`config.mk`:
```
export PLATFORM = sky130hd
export DESIGN_NAME = bcpm_predict
export DESIGN_NICKNAME = d
export VERILOG_FILES = /design/src/bcpm_pkg.sv /design/src/bcpm_predict.sv
export SDC_FILE = /design/constraint.sdc
export NUM_CORES = 1
export LEC_CHECK = 0
export BUFFER_PORTS_ARGS = -buffer_cell sky130_fd_sc_hd__buf_2
export CAP_MARGIN = 20
export CORE_UTILIZATION = 25
export DETAILED_ROUTE_END_ITERATION = 8
export GPL_ROUTABILITY_DRIVEN = 1
export GPL_TIMING_DRIVEN = 0
export PLACE_DENSITY = 0.43
export SYNTH_ARGS = -nofsm -noshare
export SYNTH_HDL_FRONTEND = slang
export SYNTH_SLANG_ARGS = --single-unit
```
`constraint.sdc`:
```
create_clock -name clk -period 9.4 [get_ports clk]
set_input_delay 0 -clock clk [delete_from_list [all_inputs] [get_ports clk]]
set_output_delay 0 -clock clk [all_outputs]
set_load 0.005 [all_outputs]
```
`src/bcpm_pkg.sv`:
```
// shared types and constants of the bit-plane context probability model
package bcpm_pkg;

	localparam int VAL_W  = 16;
	localparam int PROB_W = 16;
	localparam int NBR    = 9;
	localparam int DEPTH_W = 5;
	localparam int MAXV_W = 17;

	localparam logic [PROB_W-1:0] PROB_INIT = 16'h8000;
	localparam logic [PROB_W-1:0] PROB_MAX  = 16'hFFFF;
	localparam logic [DEPTH_W-1:0] DEPTH_MAX = 5'd16;

	// command codes carried in tuser
	localparam logic CMD_CODE  = 1'b0;
	localparam logic CMD_CLEAR = 1'b1;

	// neighbour positions, also the bit order of in_bounds
	localparam int NB_NW = 0;
	localparam int NB_N  = 1;
	localparam int NB_NE = 2;
	localparam int NB_W  = 3;
	localparam int NB_C  = 4;
	localparam int NB_E  = 5;
	localparam int NB_SW = 6;
	localparam int NB_S  = 7;
	localparam int NB_SE = 8;

	typedef logic [NBR-1:0][VAL_W-1:0] sample_arr_t;

endpackage

```
`src/bcpm_predict.sv`:
```
// neighbour masking, gradient medians and clamped prediction, two register stages
module bcpm_predict #(
	parameter int SAMPLE_BITS = 16,
	parameter int IDX_W       = 16
) (
	input  logic                              clk,
	input  logic                              en,
	input  logic [3:0]                        plane,
	input  logic [bcpm_pkg::NBR-1:0]          in_bounds,
	input  bcpm_pkg::sample_arr_t             vals,
	input  logic [bcpm_pkg::MAXV_W-1:0]       maxv,
	output logic [IDX_W-1:0]                  idx_s2
);

	localparam int W = bcpm_pkg::VAL_W;
	localparam logic [W-1:0] SMASK = W'((17'(1) << SAMPLE_BITS) - 17'(1));

	logic [W-1:0] low_f, low_p, keep_p, keep_f;
	logic [bcpm_pkg::NBR-1:0][W-1:0] masked;
	logic [3:0][W-1:0] med_c;
	logic [3:0][W-1:0] med_s1;
	logic [W-1:0] c_s1;
	logic [W+1:0] med_sum;
	logic signed [W+4:0] acc;
	logic signed [W+2:0] pred;
	logic [bcpm_pkg::MAXV_W-1:0] pred_clamp;

	// median of a, b and the gradient a + b - x
	function automatic logic [W-1:0] med_grad(input logic [W-1:0] a, input logic [W-1:0] b,
			input logic [W-1:0] x);
		logic signed [W+1:0] g;
		logic [W-1:0] lo, hi;
		begin
			g  = $signed({2'b00, a}) + $signed({2'b00, b}) - $signed({2'b00, x});
			lo = (a < b) ? a : b;
			hi = (a < b) ? b : a;
			if (g < $signed({2'b00, lo})) begin
				med_grad = lo;
			end else if (g > $signed({2'b00, hi})) begin
				med_grad = hi;
			end else begin
				med_grad = g[W-1:0];
			end
		end
	endfunction

	always_comb begin
		low_f  = W'((17'(1) << plane) - 17'(1));
		low_p  = low_f >> 1;
		keep_p = ~low_f;
		keep_f = ~{low_f[W-2:0], 1'b1};
	end

	// known planes: north row and west include the current plane, the rest do not
	always_comb begin
		for (int i = 0; i < bcpm_pkg::NBR; i++) begin
			if (i <= bcpm_pkg::NB_W) begin
				masked[i] = (in_bounds[i] ? (vals[i] & SMASK & keep_p) : '0) | low_p;
			end else begin
				masked[i] = (in_bounds[i] ? (vals[i] & SMASK & keep_f) : '0) | low_f;
			end
		end
	end

	always_comb begin
		med_c[0] = med_grad(masked[bcpm_pkg::NB_N], masked[bcpm_pkg::NB_W],
			masked[bcpm_pkg::NB_NW]);
		med_c[1] = med_grad(masked[bcpm_pkg::NB_S], masked[bcpm_pkg::NB_W],
			masked[bcpm_pkg::NB_SW]);
		med_c[2] = med_grad(masked[bcpm_pkg::NB_S], masked[bcpm_pkg::NB_E],
			masked[bcpm_pkg::NB_SE]);
		med_c[3] = med_grad(masked[bcpm_pkg::NB_N], masked[bcpm_pkg::NB_E],
			masked[bcpm_pkg::NB_NE]);
	end

	always_ff @(posedge clk) begin
		if (en) begin
			med_s1 <= med_c;
			c_s1   <= masked[bcpm_pkg::NB_C];
		end
	end

	// floor((8*c - sum) / 4) then clamp to 0 .. maxv
	always_comb begin
		med_sum = (W+2)'(med_s1[0]) + (W+2)'(med_s1[1]) + (W+2)'(med_s1[2])
			+ (W+2)'(med_s1[3]);
		acc  = $signed({2'b00, c_s1, 3'b000}) - $signed({3'b000, med_sum});
		pred = acc[W+4:2];
		if (pred < 0) begin
			pred_clamp = '0;
		end else if (pred[W+1:0] > {1'b0, maxv}) begin
			pred_clamp = maxv;
		end else begin
			pred_clamp = pred[bcpm_pkg::MAXV_W-1:0];
		end
	end

	always_ff @(posedge clk) begin
		if (en) begin
			idx_s2 <= pred_clamp[IDX_W-1:0];
		end
	end

endmodule

```
After elaboration in Yosys (flattened, before gate mapping) --
Cells that the tools add are included. W data, S select, Z words.
Storage, ports and cells: bits of input ports 176, flip-flop bits (word level) 96, output and inout bits 16, word-level logic and storage cells 80
Cells by class: $add $sub $neg 13, multiplexer cells 26, bitwise operators 20, magnitude comparators 14, shift operators 1
Operators by type and width (count):
- $mux W16 | 26
- $and A16 B16 Y16 | 9
- $gt A18 B17 Y1 | 5
- $add A16 B16 Y17 | 5
- $or A16 B16 Y16 | 5
- $lt A18 B17 Y1 | 4
- $sub A17 B16 Y18 | 4
- $lt A16 B16 Y1 | 4
- $or A16 B15 Y16 | 4
- $not A16 Y16 | 2
- $sub A19 B18 Y20 | 1
- $add A17 B16 Y18 | 1
- $add A18 B16 Y18 | 1
- $lt A18 B1 Y1 const B | 1
- $shl A1 B4 Y16 const A | 1
- $sub A16 B2 Y16 const B | 1

Logic depth before layout (Yosys ltp) --
Gate-level depths: netlist of run 1.
word-level depth 11, gate-level depth with buffers 37, depth with buffers taken out 35

Worst setup path after synthesis of run 1 --
Ideal clock, no wire load.
path type reg2reg, from register med_s1[0] (netlist bit), to register idx_s2[11] (data pin), setup time 0.266 ns, data required time 9.134 ns, cell stages (with the launch flop) 34, clock period less this slack 6.998 ns, buffers on the path 2, data arrival time 6.732 ns, path slack 2.402 ns, cells stage by stage edfxtp_1 > ha_1 > inv_1 > fa_1 > fa_1 > inv_1 > ha_1 > fa_1 > a21o_1 > a21oi_1 > o21bai_1 > a21oi_1 > nor2b_1 > o21a_1 > o31a_1 > nor2_1 > xor2_1 > ha_1 > a21o_1 > a21oi_1 > nand2_1 > a31o_2 > a41oi_1 > xnor2_1 > ha_1 > nand4_1 > nor2_1 > a221o_1 > a21oi_1 > a21oi_1 > buf_1 > clkbuf_1 > mux2i_1 > nor2_1
Between the ends: longest elaborated chain between the ends 6, elaborated cells between the ends (all ways) 7, classes of those cells add/sub (4); order compare (2); mux (1)
Ends and longest elaborated chain:
- start: declaration | line bcpm_predict.sv:21 | logic [3:0][W-1:0] med_s1;
- start signal: assignment | line bcpm_predict.sv:78 | med_s1 <= med_c;
- $add A16 B16 Y17 (*) | line bcpm_predict.sv:85 | med_sum = (W+2)'(med_s1[0]) + (W+2)'(med_s1[1]) + (W+2)'(med_s1[2])
- $add A17 B16 Y18 (*) | line bcpm_predict.sv:85
- $add A18 B16 Y18 (*) | line bcpm_predict.sv:86 | + (W+2)'(med_s1[3]);
- $sub A19 B18 Y20 (*) | line bcpm_predict.sv:87 | acc = $signed({2'b00, c_s1, 3'b000}) - $signed({3'b000, med_sum});
- $gt A18 B17 Y1 | line bcpm_predict.sv:91 | end else if (pred[W+1:0] > {1'b0, maxv}) begin
- $mux W16 | line bcpm_predict.sv:91
- end signal: assignment | line bcpm_predict.sv:100 | idx_s2 <= pred_clamp[IDX_W-1:0];
- end: declaration | line bcpm_predict.sv:12 | output logic [IDX_W-1:0] idx_s2
Every way passes the cells marked *; elsewhere a longest branch is shown, timed or not. A chain may end at the register's enable or synchronous reset.

==> results.json, run 1 <==
{
  "dp_cells": 3347,
  "drv_cap": 0,
  "grt_setup_unrepaired": "false",
  "critPathKind": "in -> reg",
  "hold_violations": 0,
  "min_delay_path_depth": 3,
  "die_area_sq_um": 74400,
  "r2r_cells": 33,
  "ys_async_sr_fraction_pct": 0,
  "initial_utilization_pct": 25.5,
  "rows": 98,
  "critical_path_buf_inv_count": 8,
  "clkTransAtPathRegs_ns": 0.07,
  "routabilityCongestion": 0.954,
  "min_to": "idx_s2[12]",
  "die_h_microns": 273,
  "syn_area_per_cell_sq_um": 8.34,
  "ys_ff_latch": 95,
  "synthFlopType": "edfxtp_1",
  "clock_path_buffers": 2,
  "port_buffers": 184,
  "hold_path.class": "in -> reg",
  "period_share_pct": 98.2,
  "pin_count": 192,
  "path_max_fanout": 13,
  "wl_per_cell_microns": 23.7,
  "htreeDepth": 3,
  "layout_min_cycle_time_ns": 9.23,
  "ys_types": 74,
  "crit_path_frequent_cell": "clkbuf_1",
  "postCtsSetupBuffers": 0,
  "first_iter_violations": 1350,
  "place_ws_ns": -0.654,
  "tightest_slew_ns": 1.18,
  "synth_area_leaders": "ha_1 (22%), edfxtp_1 (16%), fa_1 (8.7%)",
  "final_cell_area_sq_um": 21100,
  "max_stage_delay_ns": 0.75,
  "r2r-start": "med_s1[0]",
  "crit_family": "compound AO/OA/AOI/OAI gates",
  "grt_use_total_pct": 21.0,
  "final_max_slew_viol_count": 0,
  "status": "finished, final reports clean",
  "synth-edff-count": 95,
  "place_area_sq_um": 20600,
  "synth_nets": 2768,
  "syn_inst": 2196,
  "grt_pass1_wl_mm": 114,
  "cts_tree": "yes",
  "slew_headroom_pct": 20.4,
  "drc": 0,
  "drtPass1Iterations": 5,
  "max_freq_ghz": 0.108,
  "setup_viol": 0,
  "nets": 2990,
  "grt_overflow_total": 0,
  "layout.cells.non_filler": 3373,
  "diodes": 0,
  "yosysTopAreaCellShare_pct": 21.6,
  "worstSetupEndpointType": "flop",
  "vias": 17700,
  "ant_nets": 0,
  "grt_pass1_vias": 17500,
  "worstSkewPairLatency_ns": 0.36,
  "syn_to_final_growth_pct": 14.9,
  "required_ns": 9.48,
  "cp-start-kind": "input port",
  "cts.sinks": 95,
  "drive_gt1_share_pct": 11.2,
  "r2r_setup_slack_ns": 1.00,
  "worstPathArrival_ns": 9.31,
  "syn-cell-area_sq_um": 18300,
  "cp_slowest_cell": "nor4_4",
  "die_w_microns": 273,
  "core-area_sq_um": 72000,
  "fin_util_pct": 29.3,
  "antenna_found_initial": 9,
  "seq_area_frac_synth_pct": 15.6,
  "worstHoldStart": "maxv[12]",
  "synth_top_area_cell": "ha_1",
  "routed_wl_mm": 79.9,
  "setup_slack_ns": 0.168,
  "viasPerCell": 5.26,
  "hpwl_mm": 69.0,
  "root_buffer": "clkbuf_16",
  "finalClockSkew_ns": 0.0174,
  "cts_buffers": 9,
  "r2r_end": "idx_s2[11]",
  "ys_warn_count": 0,
  "grt_max_degree": 55
}
flip-flops by register name (all words and copies together) (netlist names):
register	count
c_s1	15
med_s1	64
idx_s2	16
routing by layer:
metal / share of wire [%] / vias up / track usage, %
met4: 6.5 / 4 / 12.8
li1: - / 8516 / -
met2: 43 / 630 / 32.5
met1: 46 / 8446 / 28.0
met5: 0.044 / - / 0
met3: 5.1 / 141 / 2.08
stage by stage:
step,hold WS (ns),setup TNS [ns]
2_1_floorplan,0.112,0
5_1_grt,0.0401,0
3_5_place_dp,0.356,-24.71
6_report,0.0187,0
3_3_place_gp,0.357,-52.42
4_1_cts,0.00148,0
worst min-delay path: cells and delay by family:
kind,cells,cell delay (ns)
muxes,1,0.07
buffers and inverters,1,0.10
and+or+nand+nor,1,0.09
worst max path at each step:
stage / depth (start not counted) / slack (ns) / startpoint / endpoint
2_1_floorplan: 33 / 2.40 / med_s1[0] / idx_s2[11]
3_3_place_gp: 31 / -1.43 / plane[3] / med_s1[10]
3_5_place_dp: 28 / -0.65 / plane[2] / med_s1[27]
4_1_cts: 32 / 0.04 / plane[2] / med_s1[5]
5_1_grt: 27 / 0.1 / plane[2] / med_s1[44]
6_report: 28 / 0.17 / plane[2] / med_s1[17]
final cells by class:
class	instances	area [sq um]
plain buffers	81	332
clock buffers	9	225
clock inverters	7	100
fillers	7744	50900
inverters	143	537
multi-input cells	1876	14600
flip-flops and latches	95	2850
well taps	950	1190
repair buffers	212	1190
cell usage in the layout (no fill, tap or decap), types with 63 or more instances in the layout:
cell	n
mux2i_1	105
nand3_1	64
nor2_1	168
a21oi_1	131
edfxtp_1	95
inv_1	142
ha_1	316
fa_1	80
o21ai_0	153
a21o_1	66
xnor2_1	63
nand2_1	208
buf_2	188
clkbuf_1	69
cell usage after synthesis, types with 6 or more instances:
library cell    n
nand2_1       208
o211ai_1       13
inv_1         142
mux2i_1       105
o21ai_0       163
and2_1         45
or3_1          12
and3_1         16
nand4_1        28
o21bai_1       15
nor2b_1        16
clkbuf_1       72
ha_1          316
a211o_1         7
o21a_1         40
a31oi_1        63
nand2b_1       16
nand3_1        64
xnor2_1        63
nor3_1         41
a31o_2         13
nor2_1        168
mux2_2          9
a21oi_1       132
or2_2           9
edfxtp_1       95
fa_1           80
o41ai_1         6
nor4_1          6
o31a_1         28
xor2_1         29
a211oi_1       16
a21o_1         66
o2111ai_1       6
timing repair:
action                     in CTS  in global routing
gates cloned                    0                  0
hold buffers                    9                  0
hold endpoints to repair        9                  0
setup endpoints to repair      39                 38
resized for setup               1                  7
kinds of logic after synthesis:
group,Yosys count,synth area share [%]
AND/OR/NAND/NOR,643,16.3
AO/OA/AOI/OAI,629,22.2
adder cells (fa/ha/maj),396,30.3
buffers and inverters,225,4.75
multiplexers,116,6.41
flip-flops,95,15.6
XOR/XNOR,92,4.40
Power of run 1 is left out: the tool's default activity adds up to more than one toggle a clock period on the data nets, which glitch-free logic cannot reach.
==> run 2, diff against run 1 <==
==> constraint.sdc (replaced) <==
create_clock -name clk -period 9.12 [get_ports clk]
set_input_delay 2.736 -clock clk [delete_from_list [all_inputs] [get_ports clk]]
set_output_delay 2.736 -clock clk [all_outputs]
set_load 0.005 [all_outputs]
==> results.json, run 2 (synthesized netlist as in run 1, its figures left out) <==
{
  "status": "finished, final reports clean",
  "drtPass1Iterations": 5,
  "hold_violations": 0,
  "regMostFlops": "med_s1",
  "final_max_slew_viol_count": 0,
  "path_max_fanout": 9,
  "cp_slowest_cell": "fa_1",
  "drive_gt1_share_pct": 23.7,
  "viasPerCell": 5.43,
  "crit_family": "compound AO/OA/AOI/OAI gates",
  "hold_path.class": "reg -> reg",
  "die_w_microns": 273,
  "hpwl_mm": 69.0,
  "reg_top3": "med_s1 (64), idx_s2 (16), c_s1 (15)",
  "antenna_found_initial": 7,
  "routed_wl_mm": 83.4,
  "die_area_sq_um": 74400,
  "grt_overflow_total": 0,
  "final_common_cell": "ha_1",
  "htreeDepth": 3,
  "vias": 18700,
  "initial_utilization_pct": 25.5,
  "wl_per_cell_microns": 24.2,
  "cts_buffers": 9,
  "cts.sinks": 95,
  "routabilityCongestion": 0.949,
  "cts_tree": "yes",
  "layout_common_cells": "ha_1 (305), nand2_1 (187), buf_2 (187), nor2_1 (164), inv_1 (130)",
  "ant_nets": 0,
  "place_area_sq_um": 20700,
  "largest_reg_flops": 64,
  "required_ns": 9.21,
  "grt_use_total_pct": 21.6,
  "layout_min_cycle_time_ns": 9.03,
  "drv_cap": 0,
  "clkTransAtPathRegs_ns": 0.08,
  "worstPathArrival_ns": 9.12,
  "critical_path_buf_inv_count": 4,
  "grt_pass1_vias": 18000,
  "port_buffers": 184,
  "rows": 98,
  "grt_max_degree": 65,
  "final_cell_area_sq_um": 23100,
  "tightest_slew_ns": 0.971,
  "timing.setup.tns_ns": 0,
  "cp-start-kind": "input port",
  "finalClockSkew_ns": 0.0106,
  "clock_path_buffers": 2,
  "worstSkewPairLatency_ns": 0.37,
  "setup_viol": 0,
  "first_iter_violations": 1701,
  "drc": 0,
  "pin_count": 192,
  "critPathKind": "in -> reg",
  "max_stage_delay_ns": 0.45,
  "period_share_pct": 99.0,
  "syn_to_final_growth_pct": 26.3,
  "slew_headroom_pct": 35.3,
  "nets": 3056,
  "die_h_microns": 273,
  "core-area_sq_um": 72000,
  "max_freq_ghz": 0.111,
  "worstSetupEndpointType": "flop",
  "grt_pass1_wl_mm": 118,
  "fin_util_pct": 32.1,
  "root_buffer": "clkbuf_16"
}
[run 2: changes by cell type in the layout (fill, tap and decap cells not counted), sizes merged]
cell         previous run  this run
buf                   213       303
bufinv                  1         0
clkbuf                 80        65
clkinvlp                0         7
diode                   0         1
dlygate4sd3             9         0
inv                   147       141
[run 2: worst register-to-register path: cells and delay by family (launching register included)]
family          cells  cell delay (ns)
fa+ha+maj           6             1.88
compound gates     16             3.35
xor+xnor            3             0.67
buf+inv             3             1.06
simple gates        5             0.58
flops               1             0.37
[run 2: final cells by class]
cell class,instances,area [sq um]
Tap cell,950,1190
Antenna cell,1,2.50
Multi-Input combinational cell,1876,15900
Inverter,143,578
Sequential cell,95,2850
Buffer,73,528
Clock buffer,9,225
Clock inverter,7,62.6
Timing Repair Buffer,286,1840
Fill cell,7595,48800
[run 2: path summary, 6_finish.rpt]
kind	from	to	slack, ns	cells past startpoint
max reg2reg	med_s1[0]	idx_s2[10]	0.99	33
min reg2reg	c_s1[15]	idx_s2[3]	0.79	2
max	plane[3]	med_s1[16]	0.09	29
min	c_s1[15]	idx_s2[3]	0.79	2
[run 2: metrics by stage]
step	hold slack (ns)	setup slack [ns]	instances
after floorplan	0.666	-0.0187	2196
after global placement	0.770	-4.20	3330
after detailed placement	0.793	-3.79	3350
after CTS	0.806	-0.0189	3407
after global routing	0.837	-0.0382	3439
final	0.786	0.0905	3440
[run 2: what timing repair did]
item                       4_1_cts  5_1_grt
hold endpoints to repair         0        0
resized for setup              221      188
buffers inserted                47       33
gates cloned                     0        3
pin swaps                       31       68
setup endpoints to repair       63       63
hold buffers                     0        0
[run 2: routing by layer]
layer	up-vias	global-route usage, %	routed length [microns]
met5	-	0	0
met2	861	33.5	35800
li1	8653	-	-
met4	0	7.51	3010
met3	128	1.94	5760
met1	9047	31.0	38700
Power of run 2 is left out for the same reason.
==> run 3, diff against run 2 <==
- ABC_AREA: default -> 1
==> results.json, run 3 <==
{
  "status": "finished, final reports clean",
  "worstSkewPairLatency_ns": 0.37,
  "setup_viol": 0,
  "root_buffer": "clkbuf_16",
  "yosys.area_share.adder_pct": 29.2,
  "synth_xor_area_share_pct": 4.74,
  "synth_nets": 3273,
  "r2r_setup_slack_ns": 0.81,
  "ys_types": 57,
  "syn_area_per_cell_sq_um": 7.05,
  "yosysTopAreaCellShare_pct": 20.8,
  "muxShareOfSynthArea_pct": 0,
  "nets": 3511,
  "grt_pass1_wl_mm": 127,
  "die_w_microns": 278,
  "layout_common_cells": "nand2_1 (699), inv_1 (334), ha_1 (316), o21ai_0 (244), a21oi_1 (203)",
  "critPathKind": "in -> reg",
  "max_stage_delay_ns": 0.61,
  "reg_top3": "med_s1 (64), idx_s2 (16), c_s1 (15)",
  "cts_tree": "yes",
  "hpwl_mm": 74.9,
  "initial_utilization_pct": 25.4,
  "die_area_sq_um": 77200,
  "ys_warn_count": 0,
  "htreeDepth": 3,
  "regMostFlops": "med_s1",
  "pin_count": 192,
  "drtPass1Iterations": 6,
  "required_ns": 9.35,
  "clock_path_buffers": 2,
  "grt_max_degree": 62,
  "layout_min_cycle_time_ns": 8.86,
  "hold_violations": 0,
  "clkTransAtPathRegs_ns": 0.07,
  "syn_inst": 2701,
  "viasPerCell": 5.05,
  "grt_pass1_vias": 19000,
  "period_share_pct": 97.2,
  "diodes": 0,
  "cts.sinks": 95,
  "synth_compound_area_share_pct": 20.3,
  "synth-edff-count": 95,
  "syn_to_final_growth_pct": 17.2,
  "yosys.area_share.simple_pct": 21.8,
  "grt_use_total_pct": 22.4,
  "worstSetupEndpointType": "flop",
  "cp_slowest_cell": "nor2_2",
  "worstPathArrival_ns": 9.09,
  "vias": 19800,
  "antenna_found_initial": 3,
  "yosysMostFrequentCell": "nand2_1",
  "routed_wl_mm": 87.3,
  "grt_overflow_total": 0,
  "drive_gt1_share_pct": 13.3,
  "seq_area_frac_synth_pct": 15.0,
  "max_freq_ghz": 0.113,
  "synthFlopType": "edfxtp_1",
  "tightest_slew_ns": 1.21,
  "die_h_microns": 278,
  "ys_ff_latch": 95,
  "synth_top_family_by_area": "adder cells",
  "drc": 0,
  "path_max_fanout": 10,
  "wl_per_cell_microns": 22.3,
  "syn-cell-area_sq_um": 19000,
  "slew_headroom_pct": 19.4,
  "final_max_slew_viol_count": 0,
  "core-area_sq_um": 74900,
  "rows": 100,
  "cp-start-kind": "input port",
  "finalClockSkew_ns": 0.0101,
  "ys_async_sr_fraction_pct": 0,
  "port_buffers": 181,
  "cts_buffers": 9,
  "final_common_cell": "nand2_1",
  "routabilityCongestion": 0.948,
  "synth_common_cells": "nand2_1 (700), inv_1 (341), ha_1 (316)",
  "largest_reg_flops": 64,
  "crit_path_frequent_cell": "nand2_1",
  "timing.setup.tns_ns": 0,
  "drv_cap": 0,
  "synth_top_area_cell": "ha_1",
  "synth_area_leaders": "ha_1 (21%), edfxtp_1 (15%), nand2_1 (14%)",
  "ant_nets": 0,
  "hold_path.class": "reg -> reg",
  "first_iter_violations": 1625,
  "fin_util_pct": 29.8
}
[run 3: cell types whose count changed in the layout (fill, tap and decap cells not counted), sizes merged, moves of 32 or more]
cell and delta:
xor2 +32, nor2 -58, a21oi +75, nand3 +51, o21ai +122, o21a -32
inv +207, and2 -43, a21o -53, buf -41, mux2i -105, nand2 +506
[run 3: path summary, 6_finish.rpt]
kind,start,endpoint,depth (start not counted)
worst min-delay path,c_s1[15],idx_s2[6],2
worst min register to register,c_s1[15],idx_s2[6],2
worst max-delay path,plane[3],med_s1[58],29
worst max register to register,med_s1[0],idx_s2[12],39
[run 3: layout make-up]
type	count	area, sq um
clock buffers	10	229
multi-input cells	2174	14800
clock inverters	6	52.6
fillers	8337	52600
inverters	353	1360
flip-flops and latches	95	2850
plain buffers	79	437
repair buffers	227	1330
well taps	969	1210
[run 3: critical path, delay by kind of cell]
kind            cells  cell delay, ns
buf+inv            10            2.21
simple gates       12            2.07
compound gates      5            1.31
fa+ha+maj           2            0.70
[run 3: kinds of logic (layout without fill, tap and decap cells)]
kind of cell             Yosys count  after routing
AND/OR/NAND/NOR                  997            997
AO/OA/AOI/OAI                    681            681
buffers and inverters            432            675
adder cells (fa/ha/maj)          396            396
XOR/XNOR                         100            100
flip-flops                        95             95
[run 3: metal layers]
metal / track usage, % / up-vias / share of wire, %
met4: 7.17 / 0 / 3.4
met1: 31.9 / 9172 / 47
met2: 35.5 / 797 / 44
li1: - / 9690 / -
met3: 1.69 / 94 / 5.6
met5: 0 / - / 0
[run 3: through the flow]
stage	setup slack [ns]	instance area [sq um]	hold slack [ns]	std cells
final	0.259	22300	0.716	3913
after CTS	0.00312	21800	0.718	3887
after global placement	-2.10	21200	0.710	3851
after floorplan	0.707	19000	0.620	2701
after global routing	-0.0239	22300	0.761	3913
after detailed placement	-1.83	21300	0.701	3864
[run 3: timing repair]
| item | CTS | global route |
|---|---|---|
| endpoints found under the setup margin | 63 | 77 |
| buffers inserted | 7 | 24 |
| pin swaps | 1 | 5 |
| hold buffers | 0 | 0 |
| endpoints found under the hold margin | 0 | 0 |
| gates resized for setup | 43 | 68 |
Power of run 3 is left out for the same reason.
